### src/sv/b64e_pkg.sv
// Shared types, constants and the character function of the Base64 stream encoder.
// No dependencies; the front end, queue, back end and top level import it.
package b64e_pkg;

	localparam int QueueDepth = 2;

	localparam logic [6:0] PadChar = 7'h3D;

	// One input group: up to three bytes, how many of them are real, and
	// whether it closes the message. Missing bytes are zero.
	typedef struct packed {
		logic [7:0] b0;
		logic [7:0] b1;
		logic [7:0] b2;
		logic [1:0] n;
		logic       last;
	} group_t;

	// Maps a six-bit value to its character in the standard alphabet.
	function automatic logic [6:0] sym(input logic [5:0] v);
		logic [6:0] w;
		logic [6:0] c;
		begin
			w = {1'b0, v};
			if (v < 6'd26) begin
				c = w + 7'h41;
			end else if (v < 6'd52) begin
				c = w - 7'd26 + 7'h61;
			end else if (v < 6'd62) begin
				c = w - 7'd52 + 7'h30;
			end else if (v == 6'd62) begin
				c = 7'h2B;
			end else begin
				c = 7'h2F;
			end
			return c;
		end
	endfunction

endpackage

### src/sv/b64e_front.sv
// Front end of the Base64 encoder: takes bytes, holds up to two of them and
// emits a complete or final group toward the queue. Depends on b64e_pkg.
module b64e_front import b64e_pkg::*; (
	input  logic       clk,
	input  logic       arst_n,
	input  logic       byte_valid,
	output logic       byte_stall,
	input  logic [7:0] data_byte,
	input  logic       end_of_message,
	input  logic       q_full,
	output logic       q_push,
	output group_t     q_data
);

	logic [15:0] pend_q;
	logic [1:0]  cnt_q;
	logic        accept;
	logic        full_cnt;

	assign byte_stall = q_full;
	assign accept     = byte_valid && !q_full;
	// A count of three cannot occur; it is handled like two.
	assign full_cnt   = cnt_q[1];
	assign q_push     = accept && (full_cnt || end_of_message);

	always_comb begin
		q_data.last = end_of_message;
		q_data.b2   = 8'h00;
		if (full_cnt) begin
			q_data.b0 = pend_q[15:8];
			q_data.b1 = pend_q[7:0];
			q_data.b2 = data_byte;
			q_data.n  = 2'd3;
		end else if (cnt_q == 2'd1) begin
			q_data.b0 = pend_q[15:8];
			q_data.b1 = data_byte;
			q_data.n  = 2'd2;
		end else begin
			q_data.b0 = data_byte;
			q_data.b1 = 8'h00;
			q_data.n  = 2'd1;
		end
	end

	always_ff @(posedge clk or negedge arst_n) begin
		if (!arst_n) begin
			cnt_q  <= 2'd0;
			pend_q <= 16'h0000;
		end else if (accept) begin
			if (q_push) begin
				cnt_q  <= 2'd0;
				pend_q <= 16'h0000;
			end else if (cnt_q == 2'd0) begin
				cnt_q  <= 2'd1;
				pend_q <= {data_byte, 8'h00};
			end else begin
				cnt_q  <= 2'd2;
				pend_q <= {pend_q[15:8], data_byte};
			end
		end
	end

endmodule

### src/sv/b64e_queue.sv
// Short group queue between the front and back ends of the Base64 encoder.
// Depends on b64e_pkg for the group type.
module b64e_queue import b64e_pkg::*; #(
	parameter int Depth = QueueDepth
) (
	input  logic   clk,
	input  logic   arst_n,
	input  logic   push,
	input  group_t push_data,
	output logic   full,
	input  logic   pop,
	output logic   not_empty,
	output group_t pop_data
);

	localparam int PtrW = (Depth > 1) ? $clog2(Depth) : 1;
	localparam int CntW = $clog2(Depth + 1);

	group_t            mem [Depth];
	logic [PtrW-1:0]   wr_q;
	logic [PtrW-1:0]   rd_q;
	logic [CntW-1:0]   cnt_q;
	logic              do_push;
	logic              do_pop;

	assign full      = (cnt_q == CntW'(Depth));
	assign not_empty = (cnt_q != '0);
	assign do_push   = push && !full;
	assign do_pop    = pop && not_empty;
	assign pop_data  = mem[rd_q];

	always_ff @(posedge clk) begin
		if (do_push) begin
			mem[wr_q] <= push_data;
		end
	end

	always_ff @(posedge clk or negedge arst_n) begin
		if (!arst_n) begin
			wr_q  <= '0;
			rd_q  <= '0;
			cnt_q <= '0;
		end else begin
			if (do_push) begin
				wr_q <= (wr_q == PtrW'(Depth - 1)) ? '0 : wr_q + 1'b1;
			end
			if (do_pop) begin
				rd_q <= (rd_q == PtrW'(Depth - 1)) ? '0 : rd_q + 1'b1;
			end
			if (do_push && !do_pop) begin
				cnt_q <= cnt_q + 1'b1;
			end else if (do_pop && !do_push) begin
				cnt_q <= cnt_q - 1'b1;
			end
		end
	end

endmodule

### src/sv/b64e_back.sv
// Back end of the Base64 encoder (needs b64e_pkg): turns each queued group
// into four characters, one per cycle unless stalled, via an output register.
module b64e_back import b64e_pkg::*; (
	input  logic       clk,
	input  logic       arst_n,
	input  logic       q_not_empty,
	input  group_t     q_data,
	output logic       q_pop,
	output logic       char_valid,
	input  logic       char_stall,
	output logic [6:0] out_char,
	output logic       last_char
);

	group_t      grp_q;
	logic        active_q;
	logic [1:0]  idx_q;
	logic        valid_q;
	logic [6:0]  char_q;
	logic        last_q;
	logic        advance;
	logic        load;
	logic [5:0]  six;
	logic        pad;

	assign advance = active_q && (!valid_q || !char_stall);
	// A new group may enter while the last character of the current one leaves.
	assign load    = q_not_empty && (!active_q || (advance && idx_q == 2'd3));
	assign q_pop   = load;

	always_comb begin
		case (idx_q)
			2'd0:    six = grp_q.b0[7:2];
			2'd1:    six = {grp_q.b0[1:0], grp_q.b1[7:4]};
			2'd2:    six = {grp_q.b1[3:0], grp_q.b2[7:6]};
			default: six = grp_q.b2[5:0];
		endcase
		pad = ((idx_q == 2'd2) && (grp_q.n < 2'd2)) ||
		      ((idx_q == 2'd3) && (grp_q.n < 2'd3));
	end

	always_ff @(posedge clk or negedge arst_n) begin
		if (!arst_n) begin
			active_q <= 1'b0;
			idx_q    <= 2'd0;
			valid_q  <= 1'b0;
		end else begin
			if (load) begin
				active_q <= 1'b1;
				idx_q    <= 2'd0;
			end else if (advance) begin
				idx_q <= idx_q + 2'd1;
				if (idx_q == 2'd3) begin
					active_q <= 1'b0;
				end
			end
			if (advance) begin
				valid_q <= 1'b1;
			end else if (valid_q && !char_stall) begin
				valid_q <= 1'b0;
			end
		end
	end

	always_ff @(posedge clk) begin
		if (load) begin
			grp_q <= q_data;
		end
		if (advance) begin
			char_q <= pad ? PadChar : sym(six);
			last_q <= grp_q.last && (idx_q == 2'd3);
		end
	end

	assign char_valid = valid_q;
	assign out_char   = char_q;
	assign last_char  = last_q;

endmodule

### src/sv/base64_stream_encoder_top.sv
// Streaming Base64 encoder (standard alphabet, '=' padding).
// Bytes enter on the byte channel with an end-of-message flag; ASCII
// characters leave on the char channel, the final one marked by last_char.
// Every third byte, or a flagged byte, closes a group of four characters;
// a short final group is padded with one or two '=' characters.
// The first character of a group passes through the queue, the group
// register and the character register after the byte that closes the
// group is taken. The single-character output register gives one character
// per cycle while the receiver does not stall; bytes that only fill a
// group are taken one per cycle while the queue is not full.
// A queue of QDepth groups (QueueDepth by default) separates byte intake
// from character output; byte_stall rises only when that queue is full.
// When the receiver stalls, the character register holds its value and the
// back end waits; the front end keeps taking bytes until the queue fills.
// Reset clears the held bytes, the queue and the output valid at once.
// Depends on b64e_pkg, b64e_front, b64e_queue and b64e_back.
module base64_stream_encoder_top import b64e_pkg::*; #(
	parameter int QDepth = QueueDepth
) (
	input  logic       clk,
	input  logic       arst_n,
	input  logic       byte_valid,
	output logic       byte_stall,
	input  logic [7:0] data_byte,
	input  logic       end_of_message,
	output logic       char_valid,
	input  logic       char_stall,
	output logic [6:0] out_char,
	output logic       last_char
);

	logic   q_full;
	logic   q_push;
	logic   q_pop;
	logic   q_not_empty;
	group_t push_data;
	group_t pop_data;

	b64e_front u_front (
		.clk            (clk),
		.arst_n         (arst_n),
		.byte_valid     (byte_valid),
		.byte_stall     (byte_stall),
		.data_byte      (data_byte),
		.end_of_message (end_of_message),
		.q_full         (q_full),
		.q_push         (q_push),
		.q_data         (push_data)
	);

	b64e_queue #(
		.Depth (QDepth)
	) u_queue (
		.clk       (clk),
		.arst_n    (arst_n),
		.push      (q_push),
		.push_data (push_data),
		.full      (q_full),
		.pop       (q_pop),
		.not_empty (q_not_empty),
		.pop_data  (pop_data)
	);

	b64e_back u_back (
		.clk         (clk),
		.arst_n      (arst_n),
		.q_not_empty (q_not_empty),
		.q_data      (pop_data),
		.q_pop       (q_pop),
		.char_valid  (char_valid),
		.char_stall  (char_stall),
		.out_char    (out_char),
		.last_char   (last_char)
	);

endmodule

### config.mk
export PLATFORM = sky130hd
export DESIGN_NAME = base64_stream_encoder_top
export DESIGN_NICKNAME = d
export VERILOG_FILES = /design/src/sv/b64e_pkg.sv /design/src/sv/b64e_front.sv /design/src/sv/b64e_queue.sv /design/src/sv/b64e_back.sv /design/src/sv/base64_stream_encoder_top.sv
export SDC_FILE = /design/constraint.sdc
export NUM_CORES = 1
export LEC_CHECK = 0
export ABC_CLOCK_PERIOD_IN_PS = 5480
export BUFFER_PORTS_ARGS = -buffer_cell sky130_fd_sc_hd__buf_2
export CORE_MARGIN = 3
export CORE_UTILIZATION = 55
export CTS_CLUSTER_DIAMETER = 120
export DETAILED_ROUTE_END_ITERATION = 16
export GPL_TIMING_DRIVEN = 0
export HOLD_SLACK_MARGIN = 0.06
export PLACE_DENSITY = 0.73
export SYNTH_ARGS = -nofsm -noshare
export SYNTH_HDL_FRONTEND = slang
export SYNTH_SLANG_ARGS = --single-unit
### constraint.sdc
create_clock -name clk -period 5.48 [get_ports clk]
set_clock_uncertainty 0.1 [all_clocks]
set_input_delay 0.548 -clock clk [delete_from_list [all_inputs] [get_ports clk]]
set_output_delay 0.548 -clock clk [all_outputs]
set_load 0.02 [all_outputs]
==> flow_metrics.env, run 1 <==
export IMPL_run_status="complete, no violations"
export IMPL_yosysWarnings=0
export IMPL_rsz0062_at_grt="no"
export IMPL_die_y_um=101.0
export IMPL_ctsHoldBuffers=1
export IMPL_critPathLaunchType="flip-flop"
export IMPL_insertion_delay_ps=500
export IMPL_end_kind="flip-flop"
export IMPL_syn_nets=363
export IMPL_cp_slowest_cell="or4_1"
export IMPL_wirelength_um=8830
export IMPL_power_density_nw_per_um2=627.6
export IMPL_crit_chain="inv_1 -> ha_1 -> a222oi_1 -> mux2i_2 -> inv_1 -> ha_1 -> nor4_1 -> nor2_1 -> nor2_1 -> or4_1"
export IMPL_tightest_slew_ps=1239
export IMPL_switchingPower_mw=1.190
export IMPL_crit_path_max_incr_delay_ps=500
export IMPL_synth_flop_cell="edfxtp_1"
export IMPL_start_util_pct=56.64
export IMPL_layout_drive_gt1_share_pct=26.88
export IMPL_die_w_um=101.0
export IMPL_leakagePower_nw=2.229
export IMPL_vias=2895
export IMPL_dp_hpwl_um=5787
export IMPL_cp_max_fo=8
export IMPL_worstPathBufferInverterCount=2
export IMPL_pin_count=23
export IMPL_slew_violations=0
export IMPL_drt_iter0_markers=157
export IMPL_antenna_found_initial=0
export IMPL_min_period_ps=3112
export IMPL_power_share_clock_pct=27.8
export IMPL_ir_worst_vdd_mv=0.3278
export IMPL_area_growth_pct=17.22
export IMPL_dieArea_sq_um=10200
export IMPL_hp_class="in -> reg"
export IMPL_tritoncts="done"
export IMPL_clock_sinks=115
export IMPL_cts_made_buffers=17
export IMPL_syn_area_per_cell_sq_um=14.56
export IMPL_grt_pass1_vias=2839
export IMPL_setup_tns_ps=0
export IMPL_critPathArrivalTime_ps=3240
export IMPL_drv_cap=0
export IMPL_relSlewSlack_pct=17.40
export IMPL_grt_usage_pct=18.79
export IMPL_synth_seq_area_share_pct=66.95
export IMPL_cp_required_ps=5610
export IMPL_numPortBuffers=22
export IMPL_cts_setup_buffers=0
export IMPL_firstDrtPassIters=5
export IMPL_ys_types=52
export IMPL_critPathTopFamily="simple AND/OR/NAND/NOR gates"
export IMPL_antenna_cells=0
export IMPL_gr_total_overflow=0
export IMPL_switching_share_pct=32.58
export IMPL_syn_inst=341
export IMPL_syn_area_sq_um=4964
export IMPL_p_int_mw=2.462
export IMPL_yosys_area_top_type="edfxtp_1"
export IMPL_drt_wirelength_per_cell_um=17.45
export IMPL_synth_area_leaders="edfxtp_1 (54%), dfrtp_1 (13%), mux2_2 (7.9%)"
export IMPL_final_hold_viol_count=0
export IMPL_gp_congestion=0.8301
export IMPL_rows=34
export IMPL_grt_max_degree=32
export IMPL_synth_edf_count=89
export IMPL_finalSetupViolCount=0
export IMPL_root_buffer="clkbuf_8"
export IMPL_cts_buffer_depth=2
export IMPL_clock_fmax_mhz=321.3
export IMPL_critical_path_class="reg -> reg"
export IMPL_clkTransAtPathRegs_ps=50
export IMPL_async_reset_ff_share_pct=22.61
export IMPL_viasPerCell=5.721
export IMPL_p_comb_share_pct=35.1
export IMPL_core_area_sq_um=8763
export IMPL_nets=407
export IMPL_fin_crit_sh_pct=56.79
export IMPL_drcViolationCount=0
export IMPL_synth_seq_cells=115
export IMPL_cts_resized=0
export IMPL_final_util_pct=66.39
export IMPL_detail_route_antenna_nets=0
export IMPL_netlist_area_leader_share_pct=53.84
export IMPL_seq_power_share_pct=37.1
export IMPL_grt_pass1_wl_um=14340
export IMPL_htreeDepth=4
-- cells in the mapped netlist (2+ instances only) --
| library cell | number |
|---|---|
| a222oi_1 | 6 |
| nand2b_1 | 3 |
| a211o_1 | 2 |
| mux2_1 | 2 |
| xor2_1 | 3 |
| buf_1 | 2 |
| nand3_1 | 6 |
| a211oi_1 | 2 |
| nor2_1 | 18 |
| a22oi_1 | 2 |
| nor3_1 | 2 |
| o21ai_1 | 3 |
| mux2i_2 | 2 |
| mux2_2 | 35 |
| a22o_1 | 16 |
| clkbuf_1 | 7 |
| dfrtp_1 | 26 |
| a21o_1 | 2 |
| o21ai_0 | 14 |
| ha_1 | 9 |
| xnor2_1 | 4 |
| nand2_1 | 27 |
| a21oi_1 | 7 |
| inv_1 | 15 |
| edfxtp_1 | 89 |
| mux2i_1 | 2 |
| and2_1 | 10 |
-- registers in the layout, indices dropped and copies added (netlist names) --
signal,cells
u_front.cnt_q,2
u_queue.cnt_q,2
u_back.last_char,1
u_queue.rd_q,1
u_back.out_char,7
u_back.char_valid,1
u_front.pend_q,16
u_back.grp_q,27
u_queue.mem,54
u_queue.wr_q,1
u_back.active_q,1
u_back.idx_q,2
-- per-stage QoR --
step | hold WS (ps) | worst slack (ps) | cell area (sq um) | cells | power [mW]
global placement | 373.7 | 936.1 | 5209 | 471 | 2.576
global route | 196.6 | 2186 | 5818 | 506 | 3.857
detailed placement | 377.8 | 2416 | 5248 | 473 | 2.628
finish | 204.4 | 2368 | 5818 | 506 | 3.651
floorplan | 152.4 | 2107 | 4964 | 341 | 2.318
CTS | 179.5 | 2337 | 5818 | 506 | 3.667
-- power by group through the flow --
| stage | registers, mW | logic (mW) | clock network (mW) |
|---|---|---|---|
| final | 1.35 | 1.28 | 1.02 |
| after global routing | 1.38 | 1.42 | 1.07 |
| after CTS | 1.35 | 1.28 | 1.03 |
| after detailed placement | 1.37 | 1.26 | 0 |
| after global placement | 1.36 | 1.21 | 0 |
| after floorplan | 1.39 | 0.929 | 0 |
-- layer usage --
metal  share of wire (%)  routed length (um)  up-vias  GRT usage (%)
li1                    -                   -     1379              -
met1                  45                3980     1422          25.15
met2                  49                4362       80          29.32
met3                 4.1                 363       14          4.498
met4                 1.4                 123        0          8.487
met5                   0                   0        -              0
-- cell usage in the layout, fill, tap and decap left out, types with 9 or more instances in the layout --
cell	n
edfxtp_1	89
mux2_2	35
nand2_1	27
dfrtp_1	26
buf_2	22
nor2_1	18
a22o_1	16
clkbuf_16	16
inv_1	15
o21ai_0	14
clkbuf_1	10
and2_1	10
ha_1	9
-- path summary, 6_finish.rpt --
kind | slack, ps | endpoint | depth (start not counted) | start
worst max-delay path | 2370 | u_back.out_char[4]$_SDFFCE_PP1P_ | 10 | u_back.idx_q[0]$_DFFE_PN0P_
worst min-delay path | 200 | u_back.char_valid$_DFFE_PN0P_ | 3 | char_stall
worst max register to register | 2370 | u_back.out_char[4]$_SDFFCE_PP1P_ | 10 | u_back.idx_q[0]$_DFFE_PN0P_
worst min register to register | 400 | u_front.pend_q[9]$_DFFE_PN0P_ | 1 | u_front.pend_q[9]$_DFFE_PN0P_
max in group asynchronous | 4400 | u_back.idx_q[1]$_DFFE_PN0P_ | 2 | arst_n
min in group asynchronous | 480 | u_front.pend_q[14]$_DFFE_PN0P_ | 2 | arst_n
-- area by class of cell --
class	count	area (sq um)
Inverter	16	60.06
Clock inverter	10	107.6
Buffer	12	66.31
Multi-Input combinational cell	198	1530
Sequential cell	115	3323
Timing Repair Buffer	25	142.6
Clock buffer	22	452.9
Fill cell	612	2945
Tap cell	108	135.1
-- cells by family (layout without fill, tap and decap cells) --
logic type                 after synthesis  count (layout)  share of synthesized area [%]
adders and majority gates                9               9                          2.269
buffers and inverters                   28              85                          2.546
xor gates and xnor gates                 7               7                          1.235
and+or+nand+nor                         74              74                          7.109
DFF                                    115             115                          66.95
muxes                                   43              43                          10.11
AOI/OAI and AO/OA                       65              65                          9.781
-- tightest hold or removal path, cell delays in order --
cell	delay (ps)
buf_2	70
nand2_1	70
nand2b_1	80
No activity file was read; power rests on OpenSTA's default activity.
==> run 2: changes to the inputs <==
ABC_CLOCK_PERIOD_IN_PS = 3100   (was 5480)
clock period = 3.1 ns   (was 5.48 ns; I/O delays follow)
==> flow_metrics.env, run 2 (synthesis gave the netlist of run 1 again) <==
export IMPL_critPathArrivalTime_ps=3070
export IMPL_die_w_um=101.0
export IMPL_ir_worst_vdd_mv=0.5727
export IMPL_final_hold_viol_count=0
export IMPL_grt_max_degree=32
export IMPL_drt_iter0_markers=162
export IMPL_drcViolationCount=0
export IMPL_htreeDepth=4
export IMPL_detail_route_antenna_nets=0
export IMPL_fin_crit_sh_pct=94.16
export IMPL_grt_usage_pct=19.41
export IMPL_dp_hpwl_um=5900
export IMPL_top_register="u_queue.mem"
export IMPL_cts_made_buffers=17
export IMPL_core_area_sq_um=8763
export IMPL_firstDrtPassIters=5
export IMPL_antenna_cells=0
export IMPL_p_int_mw=4.415
export IMPL_mostFrequentLayoutCells="edfxtp_1 (89), mux2_2 (35), nand2_1 (27), dfrtp_1 (26), buf_2 (22)"
export IMPL_cts_buffer_depth=2
export IMPL_critical_path_class="reg -> reg"
export IMPL_cp_required_ps=3250
export IMPL_clock_fmax_mhz=342.6
export IMPL_switching_share_pct=32.96
export IMPL_r2r_cells=10
export IMPL_r2r_start="u_back.idx_q[1]$_DFFE_PN0P_"
export IMPL_finalSetupViolCount=0
export IMPL_viasPerCell=5.744
export IMPL_nets=421
export IMPL_fin_ws_ps=181.1
export IMPL_stdcell_count=520
export IMPL_critPathLaunchType="flip-flop"
export IMPL_largest_reg_flops=54
export IMPL_p_comb_share_pct=35.9
export IMPL_drv_cap=0
export IMPL_crit_chain="inv_1 -> ha_1 -> a222oi_1 -> mux2i_4 -> ha_1 -> clkbuf_8 -> a21oi_2 -> a21boi_4 -> nor3_1 -> a211o_1"
export IMPL_grt_pass1_wl_um=14890
export IMPL_end_kind="flip-flop"
export IMPL_gp_congestion=0.7918
export IMPL_pre_cts_ws_ps=65.61
export IMPL_timing_reg2reg_setup_slack_ps=180
export IMPL_antenna_found_initial=0
export IMPL_power_share_clock_pct=27.6
export IMPL_rsz0062_at_grt="no"
export IMPL_layout_drive_gt1_share_pct=27.91
export IMPL_tritoncts="done"
export IMPL_cp_slowest_cell="a222oi_1"
export IMPL_run_status="complete, no violations"
export IMPL_numPortBuffers=22
export IMPL_vias=2987
export IMPL_min_period_ps=2919
export IMPL_crit_path_frequent_cell="ha_1"
export IMPL_tightest_slew_ps=1233
export IMPL_cp_max_fo=10
export IMPL_drt_wirelength_per_cell_um=17.45
export IMPL_slew_violations=0
export IMPL_postLayoutCellArea_sq_um=5984
export IMPL_die_y_um=101.0
export IMPL_switchingPower_mw=2.171
export IMPL_wirelength_um=9073
export IMPL_fillCellCount=583
export IMPL_reg_top3="u_queue.mem (54), u_back.grp_q (27), u_front.pend_q (16)"
export IMPL_dp_cells=472
export IMPL_gr_total_overflow=0
export IMPL_leakagePower_nw=2.314
export IMPL_root_buffer="clkbuf_8"
export IMPL_crit_reg2reg_capture="u_back.out_char[3]$_SDFFCE_PP1P_"
export IMPL_hp_class="in -> async"
export IMPL_power_density_nw_per_um2=1101
export IMPL_crit_path_max_incr_delay_ps=480
export IMPL_insertion_delay_ps=510
export IMPL_grt_pass1_vias=3015
export IMPL_clkTransAtPathRegs_ps=60
export IMPL_start_util_pct=56.64
export IMPL_relSlewSlack_pct=17.83
export IMPL_pin_count=23
export IMPL_area_growth_pct=20.57
export IMPL_layout_commonest_cell="edfxtp_1"
export IMPL_clock_sinks=115
export IMPL_dieArea_sq_um=10200
export IMPL_place_area_sq_um=5259
export IMPL_rows=34
export IMPL_seq_power_share_pct=36.4
[run 2: cell types whose count changed in the layout (fill, tap and decap cells not counted), sizes merged]
cell	before	now
clkinv	6	5
clkinvlp	2	1
bufinv	2	1
inv	16	20
clkbuf	30	29
dlygate4sd3	1	11
buf	28	32
[run 2: how the worst max path moves through the flow]
| stage | startpoint | to | slack (ps) | cells after the start |
|---|---|---|---|---|
| after floorplan | u_back.idx_q[0]$_DFFE_PN0P_ | u_back.out_char[3]$_SDFFCE_PP1P_ | 400 | 10 |
| after global placement | u_queue.cnt_q[1]$_DFFE_PN0P_ | u_queue.mem[0][25]$_DFFE_PP_ | -40 | 4 |
| after detailed placement | u_back.idx_q[0]$_DFFE_PN0P_ | u_back.out_char[3]$_SDFFCE_PP1P_ | 70 | 10 |
| after CTS | u_back.idx_q[0]$_DFFE_PN0P_ | u_back.out_char[3]$_SDFFCE_PP1P_ | 50 | 10 |
| after global routing | u_back.idx_q[1]$_DFFE_PN0P_ | u_back.out_char[3]$_SDFFCE_PP1P_ | 20 | 11 |
| final | u_back.idx_q[1]$_DFFE_PN0P_ | u_back.out_char[3]$_SDFFCE_PP1P_ | 180 | 10 |
[run 2: per-stage QoR]
step           hold WS (ps)  setup TNS [ps]  power [mW]  util [%]
5_1_grt               256.2               0       6.963     68.29
6_report              250.0               0       6.586     68.29
3_5_place_dp          252.3               0       4.657     60.01
4_1_cts               228.1               0       6.519     67.75
2_1_floorplan        -85.59               0       4.099         -
3_3_place_gp          243.1           -1108       4.552     59.54
[run 2: worst max-delay path, delay by kind of cell, from the launching register on]
| kind | cells | cell delay [ps] |
|---|---|---|
| buffers and inverters | 2 | 260 |
| AND/OR/NAND/NOR | 1 | 80 |
| multiplexers | 1 | 160 |
| flip-flops | 1 | 410 |
| AO/OA/AOI/OAI | 4 | 1150 |
| adder cells (fa/ha/maj) | 2 | 520 |
[run 2: repair_timing]
item / CTS / global route
resized for setup: 0 / 2
hold buffers: 11 / 0
setup buffers: 0 / 5
hold endpoints to repair: 47 / 0
setup endpoints to repair: 0 / 2
[run 2: final cells by class]
cell class              count  area, sq um  area share, %
flip-flops and latches    115         3323          55.53
clock inverters            11        97.59          1.631
well taps                 108        135.1          2.258
multi-input cells         198         1546          25.84
plain buffers              12        66.31          1.108
repair buffers             39        285.3          4.767
inverters                  16        60.06          1.004
clock buffers              21        470.5          7.861
[run 2: layer usage]
metal	routed length (um)	vias to the layer above	track usage, %
li1	-	1407	-
met1	3990	1485	25.21
met2	4573	82	31.39
met3	377	13	5.260
met4	131	0	7.362
met5	0	-	0
[run 2: power by group through the flow]
stage	Clock [mW]	Sequential, mW	Combinational, mW
after CTS	1.85	2.40	2.27
final	1.82	2.40	2.37
after detailed placement	0	2.42	2.23
after global routing	1.92	2.44	2.61
after global placement	0	2.41	2.15
after floorplan	0	2.45	1.65
==> run 3: changes to the inputs <==
CORE_ASPECT_RATIO = 0.6   (was not set)
==> flow_metrics.env, run 3 (synthesis gave the netlist of run 1 again) <==
export IMPL_end_kind="flip-flop"
export IMPL_htreeDepth=4
export IMPL_clkTransAtPathRegs_ps=50
export IMPL_ir_worst_vdd_mv=0.4776
export IMPL_root_buffer="clkbuf_16"
export IMPL_layout_drive_gt1_share_pct=29.80
export IMPL_drv_cap=0
export IMPL_pre_cts_ws_ps=-199.5
export IMPL_drcViolationCount=0
export IMPL_clock_sinks=115
export IMPL_vias=3016
export IMPL_hold_path_startpoint="char_stall"
export IMPL_core_area_sq_um=8653
export IMPL_dp_cells=477
export IMPL_clock_fmax_mhz=333.5
export IMPL_slew_violations=0
export IMPL_die_w_um=128.6
export IMPL_timing_reg2reg_setup_slack_ps=100
export IMPL_drt_iter0_markers=222
export IMPL_reg_top3="u_queue.mem (54), u_back.grp_q (27), u_front.pend_q (16)"
export IMPL_crit_reg2reg_capture="u_back.out_char[3]$_SDFFCE_PP1P_"
export IMPL_firstDrtPassIters=5
export IMPL_top_register="u_queue.mem"
export IMPL_min_period_ps=2998
export IMPL_r2r_cells=11
export IMPL_gp_congestion=0.8673
export IMPL_tightest_slew_ps=1352
export IMPL_startpoint="u_back.idx_q[1]$_DFFE_PN0P_"
export IMPL_dieArea_sq_um=10240
export IMPL_critical_path_class="reg -> reg"
export IMPL_pin_count=23
export IMPL_antenna_found_initial=0
export IMPL_gr_total_overflow=0
export IMPL_critPathArrivalTime_ps=3050
export IMPL_power_density_nw_per_um2=1156
export IMPL_final_hold_viol_count=0
export IMPL_layout_commonest_cell="edfxtp_1"
export IMPL_die_y_um=79.59
export IMPL_hp_class="in -> reg"
export IMPL_fin_crit_sh_pct=96.71
export IMPL_critPathLaunchType="flip-flop"
export IMPL_cts_made_buffers=17
export IMPL_insertion_delay_ps=410
export IMPL_antenna_cells=0
export IMPL_nets=415
export IMPL_viasPerCell=5.822
export IMPL_leakagePower_nw=2.275
export IMPL_wirelength_um=10260
export IMPL_stdcell_count=518
export IMPL_cp_max_fo=10
export IMPL_power_mw=6.886
export IMPL_mostFrequentLayoutCells="edfxtp_1 (89), mux2_2 (35), nand2_1 (27), dfrtp_1 (24), buf_2 (22)"
export IMPL_tritoncts="done"
export IMPL_grt_pass1_wl_um=16150
export IMPL_largest_reg_flops=54
export IMPL_grt_usage_pct=21.83
export IMPL_r2r_start="u_back.idx_q[1]$_DFFE_PN0P_"
export IMPL_fin_ws_ps=101.9
export IMPL_detail_route_antenna_nets=0
export IMPL_grt_pass1_vias=3038
export IMPL_relSlewSlack_pct=9.889
export IMPL_min_delay_worst_endpoint="u_back.char_valid$_DFFE_PN0P_"
export IMPL_numPortBuffers=22
export IMPL_rows=26
export IMPL_cts_buffer_depth=2
export IMPL_finalSetupViolCount=0
export IMPL_drt_wirelength_per_cell_um=19.81
export IMPL_start_util_pct=57.36
export IMPL_area_growth_pct=20.02
export IMPL_grt_max_degree=28
export IMPL_dp_hpwl_um=6843
export IMPL_cp_required_ps=3150
export IMPL_hold_path_depth=3
export IMPL_rsz0062_at_grt="no"
export IMPL_run_status="complete, no violations"
## run 3: changes by cell type in the layout (fill, tap and decap cells not counted), sizes merged, moves of 2 or more
cell         before  now
buf              32   36
clkinv            5    8
clkbuf           29   27
bufinv            1    3
inv              20   16
dlygate4sd3      11    1
## run 3: worst max-delay path by stage
stage / slack [ps] / to / cells after the start
finish: 100 / u_back.out_char[3]$_SDFFCE_PP1P_ / 11
global route: 5 / u_back.out_char[4]$_SDFFCE_PP1P_ / 10
CTS: 10 / u_back.out_char[4]$_SDFFCE_PP1P_ / 10
detailed placement: -200 / u_back.out_char[3]$_SDFFCE_PP1P_ / 8
global placement: -180 / u_queue.mem[0][19]$_DFFE_PP_ / 4
floorplan: 400 / u_back.out_char[3]$_SDFFCE_PP1P_ / 10
## run 3: timing repair
action | in CTS | in global routing
resized for setup | 1 | 9
hold buffers | 1 | 0
buffers inserted | 3 | 5
pin swaps | 2 | 2
endpoints found under the hold margin | 26 | 0
setup endpoints to repair | 4 | 4
## run 3: power by group
part	switching, mW	leakage (nW)	internal (mW)	total, mW
Clock	0.644	0.279	1.24	1.89
Combinational	1.51	0.841	1.08	2.59
Sequential	0.155	1.16	2.25	2.41
## run 3: area by class of cell
| class | count | area (sq um) |
|---|---|---|
| Timing Repair Buffer | 33 | 215.2 |
| Multi-Input combinational cell | 198 | 1575 |
| Sequential cell | 115 | 3326 |
| Clock buffer | 19 | 432.9 |
| Tap cell | 112 | 140.1 |
| Clock inverter | 13 | 141.4 |
| Fill cell | 572 | 2696 |
| Buffer | 12 | 66.31 |
| Inverter | 16 | 60.06 |
## run 3: metrics by stage
step                      setup TNS, ps  area, sq um  util, %  hold slack [ps]
final                                 0         5957    68.84            84.26
after CTS                             0         5881    67.96            69.60
after detailed placement         -413.4         5271    60.92            284.9
after floorplan                       0         4972        -           -85.59
after global placement            -5092         5223    60.35            271.6
after global routing                  0         5957    68.84            84.19
## run 3: routing by layer
metal  track usage, %  vias to the layer above  share of wire, %
li1                 -                     1399                 -
met3            6.350                       18               6.0
met4            9.539                        0               1.4
met5                0                        -                 0
met1            31.29                     1503                48
met2            31.10                       96                44
## run 3: critical path, stage by stage (launching register included)
cell	delay [ps]
dfrtp_2	410
inv_1	120
ha_2	260
a222oi_1	320
mux2_4	290
inv_2	100
ha_1	190
clkbuf_8	160
a21oi_2	160
a21boi_2	240
nor3_1	80
a211o_1	300
